<file path="src/rtl/ipsf_pkg.sv">
package ipsf_pkg;

   // item opcodes
   localparam logic [1:0] OP_LOOKUP    = 2'd0;
   localparam logic [1:0] OP_RT_WRITE  = 2'd1;
   localparam logic [1:0] OP_ARP_WRITE = 2'd2;
   localparam logic [1:0] OP_RSVD      = 2'd3;

   // result actions
   localparam logic [2:0] ACT_FORWARD  = 3'd0;
   localparam logic [2:0] ACT_FOR_HOST = 3'd1;
   localparam logic [2:0] ACT_NO_ROUTE = 3'd2;
   localparam logic [2:0] ACT_IGNORED  = 3'd3;
   localparam logic [2:0] ACT_WR_DONE  = 3'd4;

   // csr register indexes
   localparam int CSR_IDX_W  = 2;
   localparam int CSR_DATA_W = 48;
   localparam logic [CSR_IDX_W-1:0] CSR_HOST_IP_0  = 2'd0;
   localparam logic [CSR_IDX_W-1:0] CSR_HOST_IP_1  = 2'd1;
   localparam logic [CSR_IDX_W-1:0] CSR_PORT_MAC_0 = 2'd2;
   localparam logic [CSR_IDX_W-1:0] CSR_PORT_MAC_1 = 2'd3;

   // ethertypes that are dropped without lookup
   localparam logic [15:0] ETH_ARP  = 16'h0806;
   localparam logic [15:0] ETH_IPV6 = 16'h86dd;

   typedef struct packed {
      logic [1:0]  opcode;
      logic [15:0] ether_type;
      logic [63:0] ip_header_hi;
      logic [63:0] ip_header_mid;
      logic [31:0] ip_dest_addr;
      logic [3:0]  entry_index;
      logic        entry_valid;
      logic [31:0] entry_addr;
      logic [31:0] entry_mask;
      logic [31:0] entry_gateway;
      logic        entry_port;
      logic [47:0] entry_mac;
   } req_item_type;

   typedef struct packed {
      logic [2:0]  action;
      logic        out_port;
      logic [31:0] next_hop_ip;
      logic        arp_hit;
      logic [47:0] new_dest_mac;
      logic [47:0] new_src_mac;
      logic [7:0]  new_ttl;
      logic [15:0] new_checksum;
   } rsp_item_type;

   typedef struct packed {
      logic       capture;
      logic       rt_we;
      logic       arp_we;
      logic       rt_rd_en;
      logic       arp_rd_en;
      logic       sel_route;
      logic       sel_arp;
      logic       load_out;
      logic [2:0] action;
   } ctrl_cmd_type;

   typedef struct packed {
      logic [1:0] opcode;
      logic       ignored;
      logic       host_hit;
      logic       rt_match;
      logic       arp_match;
   } dp_status_type;

endpackage

</file>
<file path="src/rtl/ipsf_if.sv">
interface ipsf_req_if;
   logic        valid;
   logic        ready;
   logic [1:0]  opcode;
   logic [15:0] ether_type;
   logic [63:0] ip_header_hi;
   logic [63:0] ip_header_mid;
   logic [31:0] ip_dest_addr;
   logic [3:0]  entry_index;
   logic        entry_valid;
   logic [31:0] entry_addr;
   logic [31:0] entry_mask;
   logic [31:0] entry_gateway;
   logic        entry_port;
   logic [47:0] entry_mac;

   modport source (
      output valid, opcode, ether_type, ip_header_hi, ip_header_mid, ip_dest_addr,
             entry_index, entry_valid, entry_addr, entry_mask, entry_gateway,
             entry_port, entry_mac,
      input  ready
   );
   modport sink (
      input  valid, opcode, ether_type, ip_header_hi, ip_header_mid, ip_dest_addr,
             entry_index, entry_valid, entry_addr, entry_mask, entry_gateway,
             entry_port, entry_mac,
      output ready
   );
endinterface

interface ipsf_rsp_if;
   logic        valid;
   logic        ready;
   logic [2:0]  action;
   logic        out_port;
   logic [31:0] next_hop_ip;
   logic        arp_hit;
   logic [47:0] new_dest_mac;
   logic [47:0] new_src_mac;
   logic [7:0]  new_ttl;
   logic [15:0] new_checksum;

   modport source (
      output valid, action, out_port, next_hop_ip, arp_hit, new_dest_mac,
             new_src_mac, new_ttl, new_checksum,
      input  ready
   );
   modport sink (
      input  valid, action, out_port, next_hop_ip, arp_hit, new_dest_mac,
             new_src_mac, new_ttl, new_checksum,
      output ready
   );
endinterface

</file>
<file path="src/rtl/ipsf_ctrl.sv">
module ipsf_ctrl import ipsf_pkg::*; #(
   parameter int ROUTE_ENTRIES = 16,
   parameter int ARP_ENTRIES   = 16,
   localparam int RT_IDX_W  = (ROUTE_ENTRIES > 1) ? $clog2(ROUTE_ENTRIES) : 1,
   localparam int ARP_IDX_W = (ARP_ENTRIES > 1) ? $clog2(ARP_ENTRIES) : 1
) (
   input  logic                 clock,
   input  logic                 reset,
   input  logic                 req_valid,
   output logic                 req_ready,
   output logic                 rsp_valid,
   input  logic                 rsp_ready,
   input  dp_status_type        status,
   output ctrl_cmd_type         cmd,
   output logic [RT_IDX_W-1:0]  rt_rd_addr,
   output logic [ARP_IDX_W-1:0] arp_rd_addr
);

   localparam logic [2:0] S_IDLE   = 3'd0;
   localparam logic [2:0] S_DECODE = 3'd1;
   localparam logic [2:0] S_RWALK  = 3'd2;
   localparam logic [2:0] S_AWALK  = 3'd3;
   localparam logic [2:0] S_DONE   = 3'd4;

   localparam logic [RT_IDX_W:0]  RT_COUNT  = (RT_IDX_W+1)'(ROUTE_ENTRIES);
   localparam logic [RT_IDX_W:0]  RT_LAST   = (RT_IDX_W+1)'(ROUTE_ENTRIES - 1);
   localparam logic [ARP_IDX_W:0] ARP_COUNT = (ARP_IDX_W+1)'(ARP_ENTRIES);
   localparam logic [ARP_IDX_W:0] ARP_LAST  = (ARP_IDX_W+1)'(ARP_ENTRIES - 1);

   logic [2:0]           state_ff, state_in;
   logic [2:0]           act_ff, act_in;
   logic [RT_IDX_W:0]    rt_cnt_ff, rt_cnt_in;
   logic [ARP_IDX_W:0]   arp_cnt_ff, arp_cnt_in;
   logic                 live_ff, live_in;
   logic                 last_ff, last_in;
   logic                 rsp_valid_ff, rsp_valid_in;

   always_comb begin
      state_in   = state_ff;
      act_in     = act_ff;
      rt_cnt_in  = rt_cnt_ff;
      arp_cnt_in = arp_cnt_ff;
      live_in    = 1'b0;
      last_in    = 1'b0;
      cmd        = '0;
      cmd.action = act_ff;
      req_ready  = 1'b0;
      unique case (state_ff)
         S_IDLE: begin
            req_ready   = 1'b1;
            cmd.capture = req_valid;
            if (req_valid) begin
               state_in = S_DECODE;
            end
         end
         S_DECODE: begin
            unique case (status.opcode)
               OP_RT_WRITE: begin
                  cmd.rt_we = 1'b1;
                  act_in    = ACT_WR_DONE;
                  state_in  = S_DONE;
               end
               OP_ARP_WRITE: begin
                  cmd.arp_we = 1'b1;
                  act_in     = ACT_WR_DONE;
                  state_in   = S_DONE;
               end
               OP_RSVD: begin
                  act_in   = ACT_IGNORED;
                  state_in = S_DONE;
               end
               OP_LOOKUP: begin
                  if (status.ignored) begin
                     act_in   = ACT_IGNORED;
                     state_in = S_DONE;
                  end else if (status.host_hit) begin
                     act_in   = ACT_FOR_HOST;
                     state_in = S_DONE;
                  end else begin
                     rt_cnt_in = '0;
                     state_in  = S_RWALK;
                  end
               end
               default: state_in = S_IDLE;
            endcase
         end
         S_RWALK: begin
            if (live_ff && status.rt_match) begin
               cmd.sel_route = 1'b1;
               act_in        = ACT_FORWARD;
               arp_cnt_in    = '0;
               state_in      = S_AWALK;
            end else if (live_ff && last_ff) begin
               act_in   = ACT_NO_ROUTE;
               state_in = S_DONE;
            end else if (rt_cnt_ff < RT_COUNT) begin
               cmd.rt_rd_en = 1'b1;
               live_in      = 1'b1;
               last_in      = (rt_cnt_ff == RT_LAST);
               rt_cnt_in    = rt_cnt_ff + 1'b1;
            end
         end
         S_AWALK: begin
            if (live_ff && status.arp_match) begin
               cmd.sel_arp = 1'b1;
               state_in    = S_DONE;
            end else if (live_ff && last_ff) begin
               state_in = S_DONE;
            end else if (arp_cnt_ff < ARP_COUNT) begin
               cmd.arp_rd_en = 1'b1;
               live_in       = 1'b1;
               last_in       = (arp_cnt_ff == ARP_LAST);
               arp_cnt_in    = arp_cnt_ff + 1'b1;
            end
         end
         S_DONE: begin
            if (!rsp_valid_ff || rsp_ready) begin
               cmd.load_out = 1'b1;
               state_in     = S_IDLE;
            end
         end
         default: state_in = S_IDLE;
      endcase
   end

   always_comb begin
      rsp_valid_in = rsp_valid_ff;
      if (cmd.load_out) begin
         rsp_valid_in = 1'b1;
      end else if (rsp_ready) begin
         rsp_valid_in = 1'b0;
      end
   end

   always_ff @(posedge clock) begin
      if (reset) begin
         state_ff     <= S_IDLE;
         act_ff       <= ACT_IGNORED;
         rt_cnt_ff    <= '0;
         arp_cnt_ff   <= '0;
         live_ff      <= 1'b0;
         last_ff      <= 1'b0;
         rsp_valid_ff <= 1'b0;
      end else begin
         state_ff     <= state_in;
         act_ff       <= act_in;
         rt_cnt_ff    <= rt_cnt_in;
         arp_cnt_ff   <= arp_cnt_in;
         live_ff      <= live_in;
         last_ff      <= last_in;
         rsp_valid_ff <= rsp_valid_in;
      end
   end

   assign rsp_valid   = rsp_valid_ff;
   assign rt_rd_addr  = rt_cnt_ff[RT_IDX_W-1:0];
   assign arp_rd_addr = arp_cnt_ff[ARP_IDX_W-1:0];

endmodule

</file>
<file path="src/rtl/ipsf_dp.sv">
module ipsf_dp import ipsf_pkg::*; #(
   parameter int ROUTE_ENTRIES = 16,
   parameter int ARP_ENTRIES   = 16,
   localparam int RT_IDX_W  = (ROUTE_ENTRIES > 1) ? $clog2(ROUTE_ENTRIES) : 1,
   localparam int ARP_IDX_W = (ARP_ENTRIES > 1) ? $clog2(ARP_ENTRIES) : 1
) (
   input  logic                  clock,
   input  logic                  reset,
   input  logic                  csr_we,
   input  logic [CSR_IDX_W-1:0]  csr_index,
   input  logic [CSR_DATA_W-1:0] csr_wdata,
   input  req_item_type          req_item,
   input  ctrl_cmd_type          cmd,
   input  logic [RT_IDX_W-1:0]   rt_rd_addr,
   input  logic [ARP_IDX_W-1:0]  arp_rd_addr,
   output dp_status_type         status,
   output rsp_item_type          rsp_item
);

   logic [31:0] host_ip0_ff, host_ip1_ff;
   logic [47:0] port_mac0_ff, port_mac1_ff;

   req_item_type item_ff;

   // route table
   logic [31:0] rt_prefix_mem [ROUTE_ENTRIES];
   logic [31:0] rt_mask_mem   [ROUTE_ENTRIES];
   logic [31:0] rt_gw_mem     [ROUTE_ENTRIES];
   logic        rt_port_mem   [ROUTE_ENTRIES];
   logic [ROUTE_ENTRIES-1:0] rt_valid_ff;
   logic [31:0] rt_prefix_rd_ff, rt_mask_rd_ff, rt_gw_rd_ff;
   logic        rt_port_rd_ff, rt_valid_rd_ff;

   // arp table
   logic [31:0] arp_ip_mem  [ARP_ENTRIES];
   logic [47:0] arp_mac_mem [ARP_ENTRIES];
   logic [ARP_ENTRIES-1:0] arp_valid_ff;
   logic [31:0] arp_ip_rd_ff;
   logic [47:0] arp_mac_rd_ff;
   logic        arp_valid_rd_ff;

   logic [31:0] hop_ff;
   logic        port_ff;
   logic        hit_ff;
   logic [47:0] mac_ff;

   logic [18:0] sum_a_ff;
   logic [17:0] sum_b_ff;
   logic [19:0] sum_ff;
   logic [15:0] csum_ff;
   logic [16:0] fold1;
   logic [15:0] fold2;
   logic [7:0]  ttl_dec;

   logic                 rt_wr_ok, arp_wr_ok;
   logic [RT_IDX_W-1:0]  rt_waddr;
   logic [ARP_IDX_W-1:0] arp_waddr;

   rsp_item_type rsp_ff, rsp_in;

   assign rt_wr_ok  = int'(item_ff.entry_index) < ROUTE_ENTRIES;
   assign arp_wr_ok = int'(item_ff.entry_index) < ARP_ENTRIES;
   assign rt_waddr  = RT_IDX_W'(item_ff.entry_index);
   assign arp_waddr = ARP_IDX_W'(item_ff.entry_index);
   assign ttl_dec   = item_ff.ip_header_mid[63:56] - 8'd1;

   always_ff @(posedge clock) begin
      if (reset) begin
         host_ip0_ff     <= '0;
         host_ip1_ff     <= '0;
         port_mac0_ff    <= '0;
         port_mac1_ff    <= '0;
         rt_valid_ff     <= '0;
         arp_valid_ff    <= '0;
         rt_valid_rd_ff  <= 1'b0;
         arp_valid_rd_ff <= 1'b0;
      end else begin
         if (csr_we) begin
            unique case (csr_index)
               CSR_HOST_IP_0:  host_ip0_ff  <= csr_wdata[31:0];
               CSR_HOST_IP_1:  host_ip1_ff  <= csr_wdata[31:0];
               CSR_PORT_MAC_0: port_mac0_ff <= csr_wdata;
               CSR_PORT_MAC_1: port_mac1_ff <= csr_wdata;
               default: ;
            endcase
         end
         if (cmd.rt_we && rt_wr_ok) begin
            rt_valid_ff[rt_waddr] <= item_ff.entry_valid;
         end
         if (cmd.arp_we && arp_wr_ok) begin
            arp_valid_ff[arp_waddr] <= item_ff.entry_valid;
         end
         if (cmd.rt_rd_en) begin
            rt_valid_rd_ff <= rt_valid_ff[rt_rd_addr];
         end
         if (cmd.arp_rd_en) begin
            arp_valid_rd_ff <= arp_valid_ff[arp_rd_addr];
         end
      end
   end

   always_ff @(posedge clock) begin
      if (cmd.rt_we && rt_wr_ok) begin
         rt_prefix_mem[rt_waddr] <= item_ff.entry_addr;
         rt_mask_mem[rt_waddr]   <= item_ff.entry_mask;
         rt_gw_mem[rt_waddr]     <= item_ff.entry_gateway;
         rt_port_mem[rt_waddr]   <= item_ff.entry_port;
      end
      if (cmd.rt_rd_en) begin
         rt_prefix_rd_ff <= rt_prefix_mem[rt_rd_addr];
         rt_mask_rd_ff   <= rt_mask_mem[rt_rd_addr];
         rt_gw_rd_ff     <= rt_gw_mem[rt_rd_addr];
         rt_port_rd_ff   <= rt_port_mem[rt_rd_addr];
      end
   end

   always_ff @(posedge clock) begin
      if (cmd.arp_we && arp_wr_ok) begin
         arp_ip_mem[arp_waddr]  <= item_ff.entry_addr;
         arp_mac_mem[arp_waddr] <= item_ff.entry_mac;
      end
      if (cmd.arp_rd_en) begin
         arp_ip_rd_ff  <= arp_ip_mem[arp_rd_addr];
         arp_mac_rd_ff <= arp_mac_mem[arp_rd_addr];
      end
   end

   // item capture, selected route and arp entry
   always_ff @(posedge clock) begin
      if (cmd.capture) begin
         item_ff <= req_item;
      end
      if (cmd.sel_route) begin
         hop_ff  <= (rt_gw_rd_ff != 32'd0) ? rt_gw_rd_ff : item_ff.ip_dest_addr;
         port_ff <= rt_port_rd_ff;
         hit_ff  <= 1'b0;
      end else if (cmd.sel_arp) begin
         hit_ff <= 1'b1;
         mac_ff <= arp_mac_rd_ff;
      end
   end

   // header checksum, checksum field counted as zero, new ttl in place
   always_ff @(posedge clock) begin
      sum_a_ff <= 19'(item_ff.ip_header_hi[63:48]) + 19'(item_ff.ip_header_hi[47:32])
                + 19'(item_ff.ip_header_hi[31:16]) + 19'(item_ff.ip_header_hi[15:0])
                + 19'({ttl_dec, item_ff.ip_header_mid[55:48]});
      sum_b_ff <= 18'(item_ff.ip_header_mid[31:16]) + 18'(item_ff.ip_header_mid[15:0])
                + 18'(item_ff.ip_dest_addr[31:16]) + 18'(item_ff.ip_dest_addr[15:0]);
      sum_ff   <= 20'(sum_a_ff) + 20'(sum_b_ff);
      csum_ff  <= ~fold2;
   end

   assign fold1 = 17'(sum_ff[19:16]) + 17'(sum_ff[15:0]);
   assign fold2 = fold1[15:0] + 16'(fold1[16]);

   always_comb begin
      rsp_in        = '0;
      rsp_in.action = cmd.action;
      if (cmd.action == ACT_FORWARD) begin
         rsp_in.out_port     = port_ff;
         rsp_in.next_hop_ip  = hop_ff;
         rsp_in.arp_hit      = hit_ff;
         rsp_in.new_dest_mac = hit_ff ? mac_ff : 48'd0;
         rsp_in.new_src_mac  = port_ff ? port_mac1_ff : port_mac0_ff;
         rsp_in.new_ttl      = ttl_dec;
         rsp_in.new_checksum = csum_ff;
      end
   end

   always_ff @(posedge clock) begin
      if (cmd.load_out) begin
         rsp_ff <= rsp_in;
      end
   end

   assign status.opcode    = item_ff.opcode;
   assign status.ignored   = (item_ff.ether_type == ETH_ARP) ||
                             (item_ff.ether_type == ETH_IPV6);
   assign status.host_hit  = (item_ff.ip_dest_addr == host_ip0_ff) ||
                             (item_ff.ip_dest_addr == host_ip1_ff);
   assign status.rt_match  = rt_valid_rd_ff &&
                             ((item_ff.ip_dest_addr & rt_mask_rd_ff) == rt_prefix_rd_ff);
   assign status.arp_match = arp_valid_rd_ff && (arp_ip_rd_ff == hop_ff);
   assign rsp_item         = rsp_ff;

endmodule

</file>
<file path="src/rtl/ipv4_static_forwarding_engine_top.sv">
// items are taken one at a time: a new item is accepted only once the last result is
// loaded into the output register; table writes, ignored and for-host items skip the
// walks, a no-route lookup ends after the first-match walk over the route memory, and a
// forward also walks the arp memory, one entry read per cycle
// reset: synchronous active high, clears state, csr registers and all table valid bits
module ipv4_static_forwarding_engine_top import ipsf_pkg::*; #(
   parameter int ROUTE_ENTRIES = 16,
   parameter int ARP_ENTRIES   = 16
) (
   input  logic                  clock,
   input  logic                  reset,
   ipsf_req_if.sink              req_ch,
   ipsf_rsp_if.source            rsp_ch,
   input  logic                  csr_we,
   input  logic [CSR_IDX_W-1:0]  csr_index,
   input  logic [CSR_DATA_W-1:0] csr_wdata
);

   localparam int RT_IDX_W  = (ROUTE_ENTRIES > 1) ? $clog2(ROUTE_ENTRIES) : 1;
   localparam int ARP_IDX_W = (ARP_ENTRIES > 1) ? $clog2(ARP_ENTRIES) : 1;

   ctrl_cmd_type         cmd;
   dp_status_type        status;
   req_item_type         req_item;
   rsp_item_type         rsp_item;
   logic [RT_IDX_W-1:0]  rt_rd_addr;
   logic [ARP_IDX_W-1:0] arp_rd_addr;

   // pack the incoming item for capture in the datapath
   assign req_item.opcode        = req_ch.opcode;
   assign req_item.ether_type    = req_ch.ether_type;
   assign req_item.ip_header_hi  = req_ch.ip_header_hi;
   assign req_item.ip_header_mid = req_ch.ip_header_mid;
   assign req_item.ip_dest_addr  = req_ch.ip_dest_addr;
   assign req_item.entry_index   = req_ch.entry_index;
   assign req_item.entry_valid   = req_ch.entry_valid;
   assign req_item.entry_addr    = req_ch.entry_addr;
   assign req_item.entry_mask    = req_ch.entry_mask;
   assign req_item.entry_gateway = req_ch.entry_gateway;
   assign req_item.entry_port    = req_ch.entry_port;
   assign req_item.entry_mac     = req_ch.entry_mac;

   // sequencer: decode, route walk, arp walk, hand-off to the output register
   ipsf_ctrl #(
      .ROUTE_ENTRIES (ROUTE_ENTRIES),
      .ARP_ENTRIES   (ARP_ENTRIES)
   ) u_ctrl (
      .clock       (clock),
      .reset       (reset),
      .req_valid   (req_ch.valid),
      .req_ready   (req_ch.ready),
      .rsp_valid   (rsp_ch.valid),
      .rsp_ready   (rsp_ch.ready),
      .status      (status),
      .cmd         (cmd),
      .rt_rd_addr  (rt_rd_addr),
      .arp_rd_addr (arp_rd_addr)
   );

   // tables, csr registers, checksum pipe and output register
   ipsf_dp #(
      .ROUTE_ENTRIES (ROUTE_ENTRIES),
      .ARP_ENTRIES   (ARP_ENTRIES)
   ) u_dp (
      .clock       (clock),
      .reset       (reset),
      .csr_we      (csr_we),
      .csr_index   (csr_index),
      .csr_wdata   (csr_wdata),
      .req_item    (req_item),
      .cmd         (cmd),
      .rt_rd_addr  (rt_rd_addr),
      .arp_rd_addr (arp_rd_addr),
      .status      (status),
      .rsp_item    (rsp_item)
   );

   // result item out of the output register
   assign rsp_ch.action       = rsp_item.action;
   assign rsp_ch.out_port     = rsp_item.out_port;
   assign rsp_ch.next_hop_ip  = rsp_item.next_hop_ip;
   assign rsp_ch.arp_hit      = rsp_item.arp_hit;
   assign rsp_ch.new_dest_mac = rsp_item.new_dest_mac;
   assign rsp_ch.new_src_mac  = rsp_item.new_src_mac;
   assign rsp_ch.new_ttl      = rsp_item.new_ttl;
   assign rsp_ch.new_checksum = rsp_item.new_checksum;

   // a result only appears after the sequencer loaded the output register
   a_rsp_from_load: assert property (@(posedge clock) disable iff (reset)
      $rose(rsp_ch.valid) |-> $past(cmd.load_out))
      else $error("rsp valid rose without an output load");

   // anything but a forward carries zero route fields
   a_nonfwd_zero: assert property (@(posedge clock) disable iff (reset)
      (rsp_ch.valid && (rsp_ch.action != ACT_FORWARD)) |->
      ((rsp_ch.next_hop_ip == 32'd0) && !rsp_ch.arp_hit && (rsp_ch.new_ttl == 8'd0)))
      else $error("non-forward result with route fields set");

   // table writes, walk steps and output load never overlap
   a_cmd_exclusive: assert property (@(posedge clock) disable iff (reset)
      $onehot0({cmd.rt_we, cmd.arp_we, cmd.rt_rd_en, cmd.arp_rd_en,
                cmd.sel_route, cmd.sel_arp, cmd.load_out}))
      else $error("overlapping datapath commands");

endmodule

</file>
<file path="src/flat_wrapper.sv">
// flat-port wrapper written by rule: the top's interface ports become plain ports
module ipv4_static_forwarding_engine_top_flat import ipsf_pkg::*;
#(
   parameter int ROUTE_ENTRIES = 16,
   parameter int ARP_ENTRIES   = 16
)
  (clock, reset, csr_we, csr_index, csr_wdata, req_ch_valid, req_ch_opcode, req_ch_ether_type, req_ch_ip_header_hi, req_ch_ip_header_mid, req_ch_ip_dest_addr, req_ch_entry_index, req_ch_entry_valid, req_ch_entry_addr, req_ch_entry_mask, req_ch_entry_gateway, req_ch_entry_port, req_ch_entry_mac, req_ch_ready, rsp_ch_valid, rsp_ch_action, rsp_ch_out_port, rsp_ch_next_hop_ip, rsp_ch_arp_hit, rsp_ch_new_dest_mac, rsp_ch_new_src_mac, rsp_ch_new_ttl, rsp_ch_new_checksum, rsp_ch_ready);
  ipsf_req_if req_ch_i ();
  ipsf_rsp_if rsp_ch_i ();
  input  logic clock;
  input  logic reset;
  input  logic csr_we;
  input  logic [CSR_IDX_W-1:0] csr_index;
  input  logic [CSR_DATA_W-1:0] csr_wdata;
  input wire logic [$bits(req_ch_i.valid)-1:0] req_ch_valid;
  input wire logic [$bits(req_ch_i.opcode)-1:0] req_ch_opcode;
  input wire logic [$bits(req_ch_i.ether_type)-1:0] req_ch_ether_type;
  input wire logic [$bits(req_ch_i.ip_header_hi)-1:0] req_ch_ip_header_hi;
  input wire logic [$bits(req_ch_i.ip_header_mid)-1:0] req_ch_ip_header_mid;
  input wire logic [$bits(req_ch_i.ip_dest_addr)-1:0] req_ch_ip_dest_addr;
  input wire logic [$bits(req_ch_i.entry_index)-1:0] req_ch_entry_index;
  input wire logic [$bits(req_ch_i.entry_valid)-1:0] req_ch_entry_valid;
  input wire logic [$bits(req_ch_i.entry_addr)-1:0] req_ch_entry_addr;
  input wire logic [$bits(req_ch_i.entry_mask)-1:0] req_ch_entry_mask;
  input wire logic [$bits(req_ch_i.entry_gateway)-1:0] req_ch_entry_gateway;
  input wire logic [$bits(req_ch_i.entry_port)-1:0] req_ch_entry_port;
  input wire logic [$bits(req_ch_i.entry_mac)-1:0] req_ch_entry_mac;
  output wire logic [$bits(req_ch_i.ready)-1:0] req_ch_ready;
  output wire logic [$bits(rsp_ch_i.valid)-1:0] rsp_ch_valid;
  output wire logic [$bits(rsp_ch_i.action)-1:0] rsp_ch_action;
  output wire logic [$bits(rsp_ch_i.out_port)-1:0] rsp_ch_out_port;
  output wire logic [$bits(rsp_ch_i.next_hop_ip)-1:0] rsp_ch_next_hop_ip;
  output wire logic [$bits(rsp_ch_i.arp_hit)-1:0] rsp_ch_arp_hit;
  output wire logic [$bits(rsp_ch_i.new_dest_mac)-1:0] rsp_ch_new_dest_mac;
  output wire logic [$bits(rsp_ch_i.new_src_mac)-1:0] rsp_ch_new_src_mac;
  output wire logic [$bits(rsp_ch_i.new_ttl)-1:0] rsp_ch_new_ttl;
  output wire logic [$bits(rsp_ch_i.new_checksum)-1:0] rsp_ch_new_checksum;
  input wire logic [$bits(rsp_ch_i.ready)-1:0] rsp_ch_ready;
  assign req_ch_i.valid = req_ch_valid;
  assign req_ch_i.opcode = req_ch_opcode;
  assign req_ch_i.ether_type = req_ch_ether_type;
  assign req_ch_i.ip_header_hi = req_ch_ip_header_hi;
  assign req_ch_i.ip_header_mid = req_ch_ip_header_mid;
  assign req_ch_i.ip_dest_addr = req_ch_ip_dest_addr;
  assign req_ch_i.entry_index = req_ch_entry_index;
  assign req_ch_i.entry_valid = req_ch_entry_valid;
  assign req_ch_i.entry_addr = req_ch_entry_addr;
  assign req_ch_i.entry_mask = req_ch_entry_mask;
  assign req_ch_i.entry_gateway = req_ch_entry_gateway;
  assign req_ch_i.entry_port = req_ch_entry_port;
  assign req_ch_i.entry_mac = req_ch_entry_mac;
  assign req_ch_ready = req_ch_i.ready;
  assign rsp_ch_valid = rsp_ch_i.valid;
  assign rsp_ch_action = rsp_ch_i.action;
  assign rsp_ch_out_port = rsp_ch_i.out_port;
  assign rsp_ch_next_hop_ip = rsp_ch_i.next_hop_ip;
  assign rsp_ch_arp_hit = rsp_ch_i.arp_hit;
  assign rsp_ch_new_dest_mac = rsp_ch_i.new_dest_mac;
  assign rsp_ch_new_src_mac = rsp_ch_i.new_src_mac;
  assign rsp_ch_new_ttl = rsp_ch_i.new_ttl;
  assign rsp_ch_new_checksum = rsp_ch_i.new_checksum;
  assign rsp_ch_i.ready = rsp_ch_ready;
  ipv4_static_forwarding_engine_top #(.ROUTE_ENTRIES(ROUTE_ENTRIES), .ARP_ENTRIES(ARP_ENTRIES)) u_core (.clock(clock), .reset(reset), .req_ch(req_ch_i), .rsp_ch(rsp_ch_i), .csr_we(csr_we), .csr_index(csr_index), .csr_wdata(csr_wdata));
endmodule
</file>
<file path="config.mk">
export PLATFORM = sky130hd
export DESIGN_NAME = ipv4_static_forwarding_engine_top_flat
export DESIGN_NICKNAME = d
export VERILOG_FILES = /design/src/rtl/ipsf_pkg.sv /design/src/rtl/ipsf_if.sv /design/src/rtl/ipsf_ctrl.sv /design/src/rtl/ipsf_dp.sv /design/src/rtl/ipv4_static_forwarding_engine_top.sv /design/src/flat_wrapper.sv
export SDC_FILE = /design/constraint.sdc
export NUM_CORES = 2
export LEC_CHECK = 0
export BUFFER_PORTS_ARGS = -buffer_cell sky130_fd_sc_hd__clkbuf_2
export CAP_MARGIN = 20
export CORE_MARGIN = 1.5
export CORE_UTILIZATION = 40
export CTS_BUF_LIST = sky130_fd_sc_hd__clkbuf_8
export DETAILED_ROUTE_END_ITERATION = 10
export SLEW_MARGIN = 0
export SYNTH_ARGS = -nofsm -noshare
export SYNTH_HDL_FRONTEND = slang
export SYNTH_SLANG_ARGS = --single-unit
</file>
<file path="constraint.sdc">
create_clock -name clock -period 8.5 [get_ports clock]
set_input_delay 1.275 -clock clock [delete_from_list [all_inputs] [get_ports clock]]
set_output_delay 1.275 -clock clock [all_outputs]
set_load 0.03 [all_outputs]
</file>
==> results.py <==
metrics = {
    "synth": {
        "synth_top_family_by_area": "multiplexers",
        "synth-adder-area-share": 0.01704,
        "synth_cell_type_count": 77,
        "synth-compound-area-share": 0.01637,
        "yosysSeqAreaShare": 0.7724,
        "ys_seq_elements": 3846,
        "async_flop_share": 0,
        "syn_inst": 6887,
        "yosys.area_share.simple": 0.02732,
        "synth_xor_area_frac": 0.01129,
        "syn_avg_cell_area_sq_um": 21.17,
        "synth_edf_count": 3559,
        "syn-num-nets": 7420,
        "synth_ff_type": "edfxtp_1",
        "synth_warnings": 0,
        "synthMuxAreaShare": 0.1424,
        "synth_area_sq_um": 145800,
    },
    "drt": {
        "drt_iter0_drc": 7630,
        "drt_first_pass_iters": 6,
        "vias": 71544,
        "routed_wl_mm": 377.3,
        "via_per_inst": 5.426,
        "drcViolationCount": 0,
        "wl_per_cell_um": 28.62,
        "ant_nets": 0,
    },
    "clocking": {
        "h-tree-depth": 6,
        "numCtsBuffers": 632,
        "cts_tree": "built",
        "ctsHoldBuffers": 0,
        "cts-resized-gates": 0,
        "clk_latency_ns": 1.18,
        "cts_buffer_depth": 4,
        "clockRootBuffer": "clkbuf_8",
        "clk_pin_slew_ns": 0.06,
        "cts.sinks": 3846,
        "cts_setup_buffers": 0,
    },
    "grt": {
        "grt_max_degree": 145,
        "track_usage": 0.2020,
        "antenna_found_initial": 74,
        "grt_overflow": 0,
        "grt_pass1_vias": 74179,
        "grt_pass1_wl_mm": 532.3,
    },
    "finish": {
        "fin_area_sq_um": 166800,
        "fin_nets": 8404,
        "area_delta_synth_final_pct": 14.40,
        "fin_util": 0.4601,
        "fillers": 30303,
        "drive_above_1_share": 0.2882,
    },
    "sta": {
        "post-route-period-util": 0.5431,
        "maxSlewViolCount": 0,
        "maxSlewHeadroom": 0.2312,
        "fin_tns_setup_ns": 0,
        "skew_ns": 0.09173,
        "fmax_mhz": 216.6,
        "fin_ws_ns": 3.884,
        "min_period_ns": 4.616,
        "hold_viol_final": 0,
        "worst_pin_slew_ns": 1.153,
        "finalSetupViolCount": 0,
        "rsz0062_at_grt": "false",
    },
    "placed_design": {
        "place_area_sq_um": 154700,
        "place.port_buffers": 525,
        "post-place-ws_ns": 3.988,
        "globalplace.congestion": 0.8512,
        "dp_hpwl_mm": 210.4,
    },
    "run": {
        "maxCapViolCount": 0,
    },
    "power_and_ir_drop": {
        "p_leak_nw": 53.79,
        "total_power_w": 0.03948,
        "irDropWorstVdd_mv": 0.1494,
        "powerDensity_nw_per_um2": 236.7,
    },
    "die": {
        "dieWidth_um": 606.7,
        "die_area_sq_um": 368100,
        "row_count": 221,
        "core_sq_um": 362500,
        "start_util": 0.4022,
        "pin_count": 542,
        "die_height_um": 606.7,
    },
    "worst_setup_path": {
        "worstSetupEndpointType": "flip-flop",
        "r2r_setup_slack_ns": 3.88,
        "start_kind": "flip-flop",
        "required_ns": 9.50,
        "path_class": "flip-flop to flip-flop",
        "crit_fanout": 5,
        "crit_arrival_ns": 5.61,
    },
    "min_path": {
        "hp-class": "primary input to flip-flop",
    },
    "status": {
        "status": "completed",
    },
}
[state kept, by name (all words and copies together), names as in the netlist, 48 cells and up]
register	flops
u_core.u_dp.rt_mask_mem	512
u_core.u_dp.mac_ff	48
u_core.u_dp.arp_ip_mem	512
u_core.u_dp.rt_prefix_mem	512
u_core.u_dp.rsp_item	157
u_core.u_dp.port_mac1_ff	48
u_core.u_dp.arp_mac_mem	768
u_core.u_dp.rt_gw_mem	512
u_core.u_dp.arp_mac_rd_ff	48
u_core.u_dp.port_mac0_ff	48
u_core.u_dp.item_ff	306
[through the flow]
| step | hold WS (ns) | std cells |
|---|---|---|
| 5_1_grt | 0.2160 | 13177 |
| 4_1_cts | 0.1401 | 13132 |
| 6_report | 0.2675 | 13186 |
| 3_3_place_gp | 0.4035 | 12012 |
| 2_1_floorplan | 0.4003 | 6887 |
| 3_5_place_dp | 0.4045 | 12014 |
[area by class of cell]
cell class / count / area (sq um) / area share
clock inverter: 460 / 2516 / 0.01509
antenna: 37 / 92.59 / 0.0005551
multi-input combinational: 2554 / 31550 / 0.1891
inverter: 173 / 649.4 / 0.003893
tap: 4794 / 5998 / 0.03596
sequential: 3846 / 112600 / 0.6754
timing repair buffer: 664 / 4280 / 0.02566
clock buffer: 658 / 9056 / 0.05430
[kinds of logic after synthesis]
kind of cell    Yosys count
flops                  3846
mux                     955
simple gates            856
buf+inv                 487
compound gates          405
xor+xnor                188
fa+ha+maj               150
[cells in the mapped netlist (all sizes together), types with 60 or more instances]
library cell	count	area, sq um
mux4	895	20160
xor2	88	770.7
and3	62	392.9
clkbuf	218	822.0
mux2i	60	600.6
xnor2	100	875.8
inv	173	649.4
buf	95	436.7
nand2	417	1565
dfxtp	287	5746
edfxtp	3559	106900
ha	69	863.3
fa	81	1622
nor2	141	529.3
a21oi	238	1202
[report_power, final]
| part | switching, W | leakage [nW] | internal (W) |
|---|---|---|---|
| logic | 0.00166 | 12.6 | 0.00115 |
| clock network | 0.00739 | 6.77 | 0.00759 |
| registers | 0.000495 | 34.4 | 0.0212 |
[worst paths after layout]
path	cells after the start	to	startpoint
max	11	u_core.u_dp.sum_b_ff[15]$_DFF_P_	u_core.u_dp.item_ff[151]$_DFFE_PP_
min	1	u_core.u_dp.item_ff[155]$_DFFE_PP_	req_ch_ip_dest_addr[5]
max reg2reg	11	u_core.u_dp.sum_b_ff[15]$_DFF_P_	u_core.u_dp.item_ff[151]$_DFFE_PP_
min reg2reg	0	u_core.u_dp.mac_ff[12]$_DFFE_PP_	u_core.u_dp.arp_mac_rd_ff[12]$_DFFE_PP_
[layout by cell type (no fill, tap or decap), types with 14 or more instances in the layout]
| master | count |
|---|---|
| nor3_1 | 23 |
| nor4_1 | 31 |
| nor2_1 | 113 |
| clkinvlp_4 | 14 |
| xnor2_1 | 100 |
| clkinv_1 | 108 |
| nand2_1 | 417 |
| xor2_1 | 88 |
| clkbuf_2 | 524 |
| and2_1 | 56 |
| mux4_2 | 895 |
| diode_2 | 37 |
| fa_1 | 81 |
| clkbuf_8 | 658 |
| nand2b_1 | 16 |
| buf_12 | 27 |
| mux2i_1 | 60 |
| buf_4 | 95 |
| dfxtp_1 | 278 |
| a21o_1 | 49 |
| and3_1 | 60 |
| edfxtp_1 | 3559 |
| ha_1 | 69 |
| o21ai_0 | 48 |
| nand4_1 | 29 |
| a21oi_1 | 235 |
| clkinv_2 | 46 |
| nor2_4 | 27 |
| nand3_1 | 20 |
| inv_1 | 411 |
| inv_8 | 18 |
[layer usage]
metal  GRT usage  part of all wire  vias up
met5           0           0.00016        -
met4     0.07552             0.036       10
met3     0.03314             0.067      639
met2      0.3328              0.49     2828
met1      0.2709              0.41    38099
li1            -                 -    29968
[worst max-delay path: stages (launching register included)]
cell	delay [ns]
edfxtp_1	0.94
fa_1	0.55
fa_1	0.44
ha_1	0.24
fa_1	0.46
a21oi_1	0.19
o21ai_0	0.20
nor4_1	0.33
o31ai_1	0.17
o41ai_1	0.53
o211ai_1	0.23
xor2_1	0.18
Power figures use the tool's default switching activity.
